==> src/design/gn_queue.sv <==
// small flop-based fifo
module gn_queue #(
  parameter int unsigned WIDTH = 8,
  parameter int unsigned DEPTH = 4
) (
  input  logic             clk_i,
  input  logic             rst_ni,
  input  logic             push_i,
  input  logic [WIDTH-1:0] data_i,
  output logic             full_o,
  input  logic             pop_i,
  output logic [WIDTH-1:0] data_o,
  output logic             empty_o
);

  localparam int unsigned AW = $clog2(DEPTH);

  logic [WIDTH-1:0] mem_q [DEPTH];
  logic [AW-1:0]    wp_q, rp_q;
  logic [AW:0]      cnt_q;
  logic             do_push, do_pop;

  assign full_o  = (cnt_q == (AW+1)'(DEPTH));
  assign empty_o = (cnt_q == '0);
  assign do_push = push_i && !full_o;
  assign do_pop  = pop_i && !empty_o;
  assign data_o  = mem_q[rp_q];

  always_ff @(posedge clk_i or negedge rst_ni) begin
    if (!rst_ni) begin
      wp_q  <= '0;
      rp_q  <= '0;
      cnt_q <= '0;
    end else begin
      if (do_push) begin
        wp_q <= wp_q + 1'b1;
      end
      if (do_pop) begin
        rp_q <= rp_q + 1'b1;
      end
      if (do_push && !do_pop) begin
        cnt_q <= cnt_q + 1'b1;
      end else if (do_pop && !do_push) begin
        cnt_q <= cnt_q - 1'b1;
      end
    end
  end

  always_ff @(posedge clk_i) begin
    if (do_push) begin
      mem_q[wp_q] <= data_i;
    end
  end

endmodule

==> config.mk <==
export PLATFORM = sky130hd
export DESIGN_NAME = gn_queue
export DESIGN_NICKNAME = d
export VERILOG_FILES = /design/src/design/gn_queue.sv
export SDC_FILE = /design/constraint.sdc
export NUM_CORES = 1
export LEC_CHECK = 0
export BUFFER_PORTS_ARGS = -buffer_cell sky130_fd_sc_hd__buf_4
export CAP_MARGIN = 20
export CORE_MARGIN = 8
export CORE_UTILIZATION = 55
export DETAILED_ROUTE_END_ITERATION = 10
export PLACE_DENSITY = 0.82
export SETUP_SLACK_MARGIN = 0.4
export SLEW_MARGIN = 20
export SYNTH_ARGS = -nofsm -noshare
export SYNTH_HDL_FRONTEND = slang
export SYNTH_SLANG_ARGS = --single-unit
==> constraint.sdc <==
create_clock -name clk_i -period 2.38 [get_ports clk_i]
set_input_delay 0.357 -clock clk_i [delete_from_list [all_inputs] [get_ports clk_i]]
set_output_delay 0.357 -clock clk_i [all_outputs]
set_load 0.005 [all_outputs]
==> results of run 1 <==
## logic make-up (layout without fill, tap and decap cells)
kind of cell  count (synthesis)  after routing  synth area share, %
xor+xnor                      6              6                 3.31
simple gates                 10             10                 5.04
fa+ha+maj                     6              6                 5.20
mux                          10             10                 13.0
flops                        39             39                 71.5
buf+inv                       6             40                 1.97
## power groups by stage
stage	Combinational (uW)	Clock, uW	Sequential (uW)
3_5_place_dp	723	0	1100
2_1_floorplan	523	0	1000
4_1_cts	879	318	1060
6_report	899	309	1060
3_3_place_gp	705	0	1090
5_1_grt	985	347	1080
## how the worst max path moves through the flow
| stage | to | start | slack [ns] | cells past startpoint |
|---|---|---|---|---|
| floorplan | cnt_q[2] | cnt_q[0] | 0.42 | 8 |
| CTS | cnt_q[2] | cnt_q[0] | 0.44 | 8 |
| global route | cnt_q[2] | cnt_q[0] | 0.41 | 8 |
| detailed placement | cnt_q[2] | cnt_q[0] | 0.22 | 8 |
| finish | cnt_q[2] | cnt_q[0] | 0.48 | 8 |
| global placement | cnt_q[2] | cnt_q[2] | 0.42 | 8 |
## cell usage in the layout (no fill, tap or decap), drive strengths merged
cell,n
nor2,1
ha,5
xnor2,4
edfxtp,32
nor3b,1
xor2,2
dlygate4sd3,1
and2,4
buf,28
nand3b,1
dfrtp,7
clkinv,2
clkbuf,6
nor2b,1
inv,3
fa,1
mux2,2
mux4,8
nor3,1
nand2b,1
## layer usage
metal	track usage [%]	share of wire, %	vias to the layer above
met5	0	0	-
met4	9.38	4.0	0
met3	4.72	5.8	10
met2	22.4	53	20
met1	11.8	37	399
li1	-	-	357
## state kept, by name, indices dropped and copies added, names as in the netlist
register  cells
cnt_q         3
mem_q        32
rp_q          2
wp_q          2
## per-stage QoR
step | total power, uW | worst slack, ns | hold slack (ns) | std cells | util, %
floorplan | 1530 | 0.417 | 0.0614 | 77 | -
global placement | 1800 | 0.420 | 0.174 | 127 | 64.3
detailed placement | 1830 | 0.224 | 0.176 | 127 | 64.3
CTS | 2250 | 0.440 | 0.196 | 141 | 69.2
global route | 2420 | 0.414 | 0.187 | 142 | 70.1
finish | 2270 | 0.484 | 0.206 | 142 | 70.1
## cell type report
| class | count | area, um2 |
|---|---|---|
| flip-flops and latches | 39 | 1140 |
| fillers | 176 | 825 |
| multi-input cells | 32 | 460 |
| repair buffers | 29 | 233 |
| clock buffers | 6 | 41.3 |
| well taps | 31 | 38.8 |
| inverters | 3 | 11.3 |
| clock inverters | 2 | 7.51 |
## critical path, delay by kind of cell, from the launching register on
| family | cells | cell delay (ns) |
|---|---|---|
| and+or+nand+nor | 3 | 0.51 |
| adders and majority gates | 2 | 0.47 |
| DFF | 1 | 0.46 |
| xor gates and xnor gates | 2 | 0.32 |
| buffers and inverters | 1 | 0.05 |
## what timing repair did
action,CTS,global route
hold buffers,1,0
pin swaps,1,1
setup buffers,5,1
endpoints found under the setup margin,10,2
hold endpoints to repair,7,0
gates resized for setup,7,4
==> impl_metrics.csv, run 1 <==
group,metric,value,unit
routing,totalWireLength,2820,um
power_and_ir_drop,vdd_ir_drop_max,0.000905,V
routing,post-route-drc-count,0,
final_layout,final_net_count,128,
routing,drt_iter0_markers,53,
power_and_ir_drop,p_int,1580,uW
synth,synth.avg_cell_area,20.6,um2
sta,post-route-period-util,79.7,%
final_layout,syn2layout_area_growth,21.7,%
floorplanning,die_area,4870,um2
sta,slew_headroom,72.8,%
sta,max_freq,527,MHz
grt,grt_pass1_vias,946,
status,outcome,"complete, no violations",
cts,clock_path_buffers,2,
placement,portBuffers,21,
cts,clock_latency,0.34,ns
sta,worst_clock_skew,0.00936,ns
routing,via_per_inst,5.54,
power_and_ir_drop,seq_power_share,46.8,%
worst_setup_path,rr_startpoint,"cnt_q[0]",
routing,vias,786,
floorplanning,initial_utilization,57.6,%
sta,finalHoldViolations,0,
worst_setup_path,cp.arrival,2.16,ns
sta,min_period,1.90,ns
floorplanning,chipHeight,69.8,um
final_layout,final_area,1930,um2
worst_setup_path,slowest_stage,"dfrtp_2",
synth,synth_commonest_cells,"edfxtp_1, mux4_2, dfrtp_1",
synth,yosys.area.top_type_share,60.5,%
sta,maxSlewViolCount,0,
worst_setup_path,crit_path_frequent_cell,"xor2_1",
sta,fin_setup_tns,0,ns
routing,dr.pass1.iters,4,
synth,syn_inst,77,
synth,syn_area,1590,um2
grt,antenna_found_initial,0,
floorplanning,dieWidth,69.8,um
synth,synth_nets,95,
worst_setup_path,worstSetupEndpointType,"register",
placement,gp_congestion,0.732,
worst_hold_path,min_to,"mem_q[0][7]",
sta,tightestPinTransition,0.409,ns
final_layout,antenna_cells,0,
placement,placed_area,1770,um2
worst_hold_path,hp-class,"input port to register",
routing,wl_per_cell,19.8,um
worst_hold_path,worstHoldPathCells,1,
synth,synth_area_leader_cell,"edfxtp_1",
worst_setup_path,reg2regPathDepth,8,
grt,grt_start_max_net_pins,12,
cts,htree_levels,2,
synth,ys_types,20,
flow_run,cap_violations,0,
worst_setup_path,critPathLaunchType,"register",
sta,rsz0062_at_grt,"false",
power_and_ir_drop,clkPwrFrac,13.6,%
synth,synth-edff-count,32,
power_and_ir_drop,powerDensity,1170,nW/um2
worst_setup_path,critPathMaxStageDelay,0.46,ns
worst_setup_path,crit_fanout,3,
floorplanning,row_count,19,
grt,track_usage,12.8,%
power_and_ir_drop,swShare,30.2,%
synth,ys_seq_area_share,71.5,%
power_and_ir_drop,p_leak,0.000725,uW
routing,antenna_left,0,
grt,grt_pass1_wl,4620,um
cts,cts_root_buffer,"clkbuf_4",
synth,synth_warnings,0,
floorplanning,ios,22,
synth,synthFlopType,"edfxtp_1",
synth,async_flop_share,17.9,%
cts,cts_buffers,5,
cts,cts_tree,"done",
worst_setup_path,crit_chain,"nor3_4 > nand2b_4 > ha_4 > inv_1 > fa_2 > xor2_1 > nor2_1 > xor2_1",
cts,cts.sinks,39,
worst_hold_path,hp-start,"data_i[7]",
synth,synth.most_common_cell,"edfxtp_1",
worst_setup_path,worstPathRequired,2.65,ns
power_and_ir_drop,p_switching,685,uW
sta,setup_violations,0,
synth,synth_area_leaders,"edfxtp_1, mux4_2, dfrtp_1",
worst_setup_path,reg2reg_to,"cnt_q[2]",
cts,clkSlewWorstSetupHoldPaths,0.11,ns
synth,yosys_register_bits,39,
grt,overflow,0,
power_and_ir_drop,power_frac_comb,39.6,%
worst_setup_path,r2r_slack,0.48,ns
final_layout,layout-drive-gt1-share,51.4,%
placement,dp_hpwl,1800,um
worst_setup_path,path_class,"register to register",
floorplanning,core,2760,um2
(Power assumes the default switching activity.)
==> run 2, diff against run 1 <==
--- a/config.mk
+++ b/config.mk
@@ -5,12 +5,13 @@
 export SDC_FILE = /design/constraint.sdc
 export NUM_CORES = 1
 export LEC_CHECK = 0
+export ABC_AREA = 1
 export BUFFER_PORTS_ARGS = -buffer_cell sky130_fd_sc_hd__buf_4
 export CAP_MARGIN = 20
 export CORE_MARGIN = 8
-export CORE_UTILIZATION = 55
+export CORE_UTILIZATION = 51
 export DETAILED_ROUTE_END_ITERATION = 10
-export PLACE_DENSITY = 0.82
+export PLACE_DENSITY = 0.79
 export SETUP_SLACK_MARGIN = 0.4
 export SLEW_MARGIN = 20
 export SYNTH_ARGS = -nofsm -noshare
==> constraint.sdc (replaced) <==
create_clock -name clk_i -period 1.53 [get_ports clk_i]
set_input_delay 0.2295 -clock clk_i [delete_from_list [all_inputs] [get_ports clk_i]]
set_output_delay 0.2295 -clock clk_i [all_outputs]
set_load 0.005 [all_outputs]
==> run 2 against run 1 <==
Effect of this change:
- the flow now finishes with violations (setup timing)
- non-clock buffer count up 25
- clock-buffer cell count unchanged
- design area up 31%
- setup slack worse by 0.75 ns
- synthesized area rose by 9.1%
- clock power increased by 64%
- sequential share of layout area decreased by 14 points
- wire length rose by 42%
- core utilization increased by 6.5 points
- cell count rose by 82%
- critical endpoint unchanged
- largest cell class unchanged
- highest routed layer unchanged
==> impl_metrics.csv, run 2 <==
group,metric,value,unit
final_layout,syn2layout_area_growth,46.3,%
worst_setup_path,worstPathRequired,1.77,ns
worst_setup_path,crit_fanout,3,
cts,clock_latency,0.35,ns
floorplanning,ios,22,
cts,clkSlewWorstSetupHoldPaths,0.12,ns
grt,overflow,0,
sta,tightestPinTransition,0.214,ns
synth,async_flop_share,17.9,%
worst_setup_path,reg2reg_to,"cnt_q[2]",
routing,topRoutingLayerUsed,"met4",
synth,synth_area_leaders,"edfxtp_1, dfrtp_1, nand2_1",
flow_run,cap_violations,0,
floorplanning,die_area,5520,um2
floorplanning,core,3310,um2
final_layout,largest_reg_flops,32,
synth,synth_commonest_cells,"nand2_1, edfxtp_1, inv_1",
sta,max_freq,556,MHz
floorplanning,row_count,21,
synth,synth_area_leader_cell,"edfxtp_1",
worst_setup_path,cp.arrival,2.03,ns
cts,clock_path_buffers,2,
cts,htree_levels,2,
final_layout,largest_registers,"mem_q (32), cnt_q (3)",
routing,wl_met2,2180,um
worst_setup_path,reg2regPathDepth,10,
worst_setup_path,critPathLaunchType,"register",
routing,post-route-drc-count,0,
cts,cts.sinks,39,
synth,yosys_register_bits,39,
final_layout,antenna_cells,0,
synth,syn_inst,154,
final_layout,layout-drive-gt1-share,46.2,%
worst_setup_path,path_class,"register to register",
synth,synth_warnings,0,
grt,track_usage,14.7,%
final_layout,final_net_count,229,
routing,vias,1243,
worst_setup_path,rr_startpoint,"cnt_q[2]",
worst_hold_path,hp-class,"input port to register",
worst_setup_path,worstSetupEndpointType,"register",
floorplanning,chipHeight,74.3,um
synth,ys_seq_area_share,65.5,%
sta,finalHoldViolations,0,
cts,cts_root_buffer,"clkbuf_4",
power_and_ir_drop,powerDensity,1920,nW/um2
sta,maxSlewViolCount,0,
grt,grt_pass1_wl,5910,um
grt,antenna_found_initial,0,
status,outcome,"complete, but fails checks",
synth,ys_types,16,
sta,rsz0062_at_grt,"true",
routing,via_per_inst,4.82,
final_layout,layout_common_cells,"edfxtp_1, nand2_1, buf_6, inv_1, buf_4",
sta,fin_setup_tns,-1.43,ns
synth,synth_nets,172,
routing,dr.pass1.iters,4,
synth,yosys.area.top_type_share,55.4,%
worst_setup_path,crit_end,"cnt_q[2]",
grt,grt_pass1_vias,1267,
routing,totalWireLength,4010,um
synth,syn_area,1730,um2
routing,routed-wl-met3,175,um
worst_setup_path,r2r_slack,-0.27,ns
routing,antenna_left,0,
placement,dp_hpwl,2390,um
floorplanning,initial_utilization,52.4,%
routing,met1Wirelength,1590,um
sta,min_period,1.80,ns
placement,gp_congestion,0.758,
sta,worst_clock_skew,0.00765,ns
final_layout,largest_register,"mem_q",
cts,cts_tree,"done",
sta,slew_headroom,85.7,%
sta,setup_violations,14,
sta,layout_setup_ws,-0.267,ns
placement,dp_cells,231,
placement,portBuffers,21,
synth,synthFlopType,"edfxtp_1",
power_and_ir_drop,p_leak,0.00112,uW
power_and_ir_drop,vdd_ir_drop_max,0.00133,V
routing,drt_iter0_markers,73,
synth,synth.most_common_cell,"nand2_1",
final_layout,fin_cells,258,
sta,post-route-period-util,117,%
synth,synth.avg_cell_area,11.3,um2
routing,wl_per_cell,15.5,um
status,violations,"setup timing",
cts,cts_buffers,5,
final_layout,final_common_cell,"edfxtp_1",
synth,synth-edff-count,32,
floorplanning,dieWidth,74.3,um
grt,grt_start_max_net_pins,18,
worst_setup_path,critPathLaunch,"cnt_q[2]",
==> run 2: changes by cell type in the layout (fill, tap and decap cells not counted), moves of 6 or more <==
cell | before | now
mux4_2 | 8 | 0
nand2_1 | 0 | 27
nand2_2 | 0 | 13
inv_1 | 3 | 23
inv_2 | 0 | 9
buf_4 | 27 | 21
o211ai_1 | 0 | 16
buf_6 | 0 | 25
==> run 2: area by class of cell <==
class                      count  area, um2
inverter                      34        133
clock buffer                   6       41.3
multi-input combinational     77        567
fill                         215        773
clock inverter                 2       12.5
tap                           46       57.6
sequential                    39       1140
timing repair buffer          54        589
==> run 2: worst min path at each step <==
stage / startpoint / to / slack [ns] / cells after the start
final: data_i[4] / mem_q[2][4] / 0.08 / 1
after global routing: data_i[4] / mem_q[2][4] / 0.05 / 1
after CTS: data_i[4] / mem_q[2][4] / 0.06 / 1
after detailed placement: rst_ni / cnt_q[1] / 0.05 / 1
after global placement: rst_ni / cnt_q[1] / 0.05 / 1
after floorplan: rst_ni / cnt_q[0] / -0.07 / 0
==> run 2: power by group <==
group	switching [uW]	internal (uW)	total [uW]
logic	1300	1480	2770
clock network	331	177	508
registers	157	1430	1590
total	1780	3080	4870
==> run 2: critical path, stage by stage (launching register included) <==
cell and delay (ns):
dfrtp_1 0.46, inv_2 0.12, nand3_4 0.09, nand2_2 0.11, ha_4 0.14, inv_2 0.04, fa_2 0.37, inv_2 0.08
nand2_2 0.06, nand4_1 0.13, nand2_1 0.08
==> run 2: layer usage <==
| layer | global-route usage (%) | vias to the layer above |
|---|---|---|
| li1 | - | 620 |
| met1 | 14.9 | 583 |
| met2 | 26.4 | 32 |
| met3 | 4.99 | 8 |
| met4 | 6.96 | 0 |
| met5 | 0 | - |
==> run 2: repair_timing <==
action	4_1_cts	5_1_grt
hold buffers	1	0
setup buffers	11	4
cloned	0	3
endpoints found under the setup margin	45	49
endpoints found under the hold margin	7	0
pin swaps	3	13
gates resized for setup	38	31
==> run 2: kinds of logic (layout without fill, tap and decap cells) <==
kind of cell	count (synthesis)	after routing	synth area share, %
and+or+nand+nor	53	53	12.1
buffers and inverters	38	96	9.88
adders and majority gates	6	6	4.76
AOI/OAI and AO/OA	17	17	7.22
DFF	39	39	65.5
xor gates and xnor gates	1	1	0.505
==> run 2: stage by stage <==
step	hold slack, ns	worst slack [ns]	total power [uW]	util (%)	cell area [um2]
2_1_floorplan	-0.0661	-0.0472	2600	-	1780
3_3_place_gp	0.0480	0.00373	3170	62.0	2050
3_5_place_dp	0.0491	-0.0893	3300	62.0	2050
4_1_cts	0.0626	-0.0756	4250	70.3	2330
5_1_grt	0.0528	-0.359	5180	76.6	2540
6_report	0.0753	-0.267	4870	76.6	2540
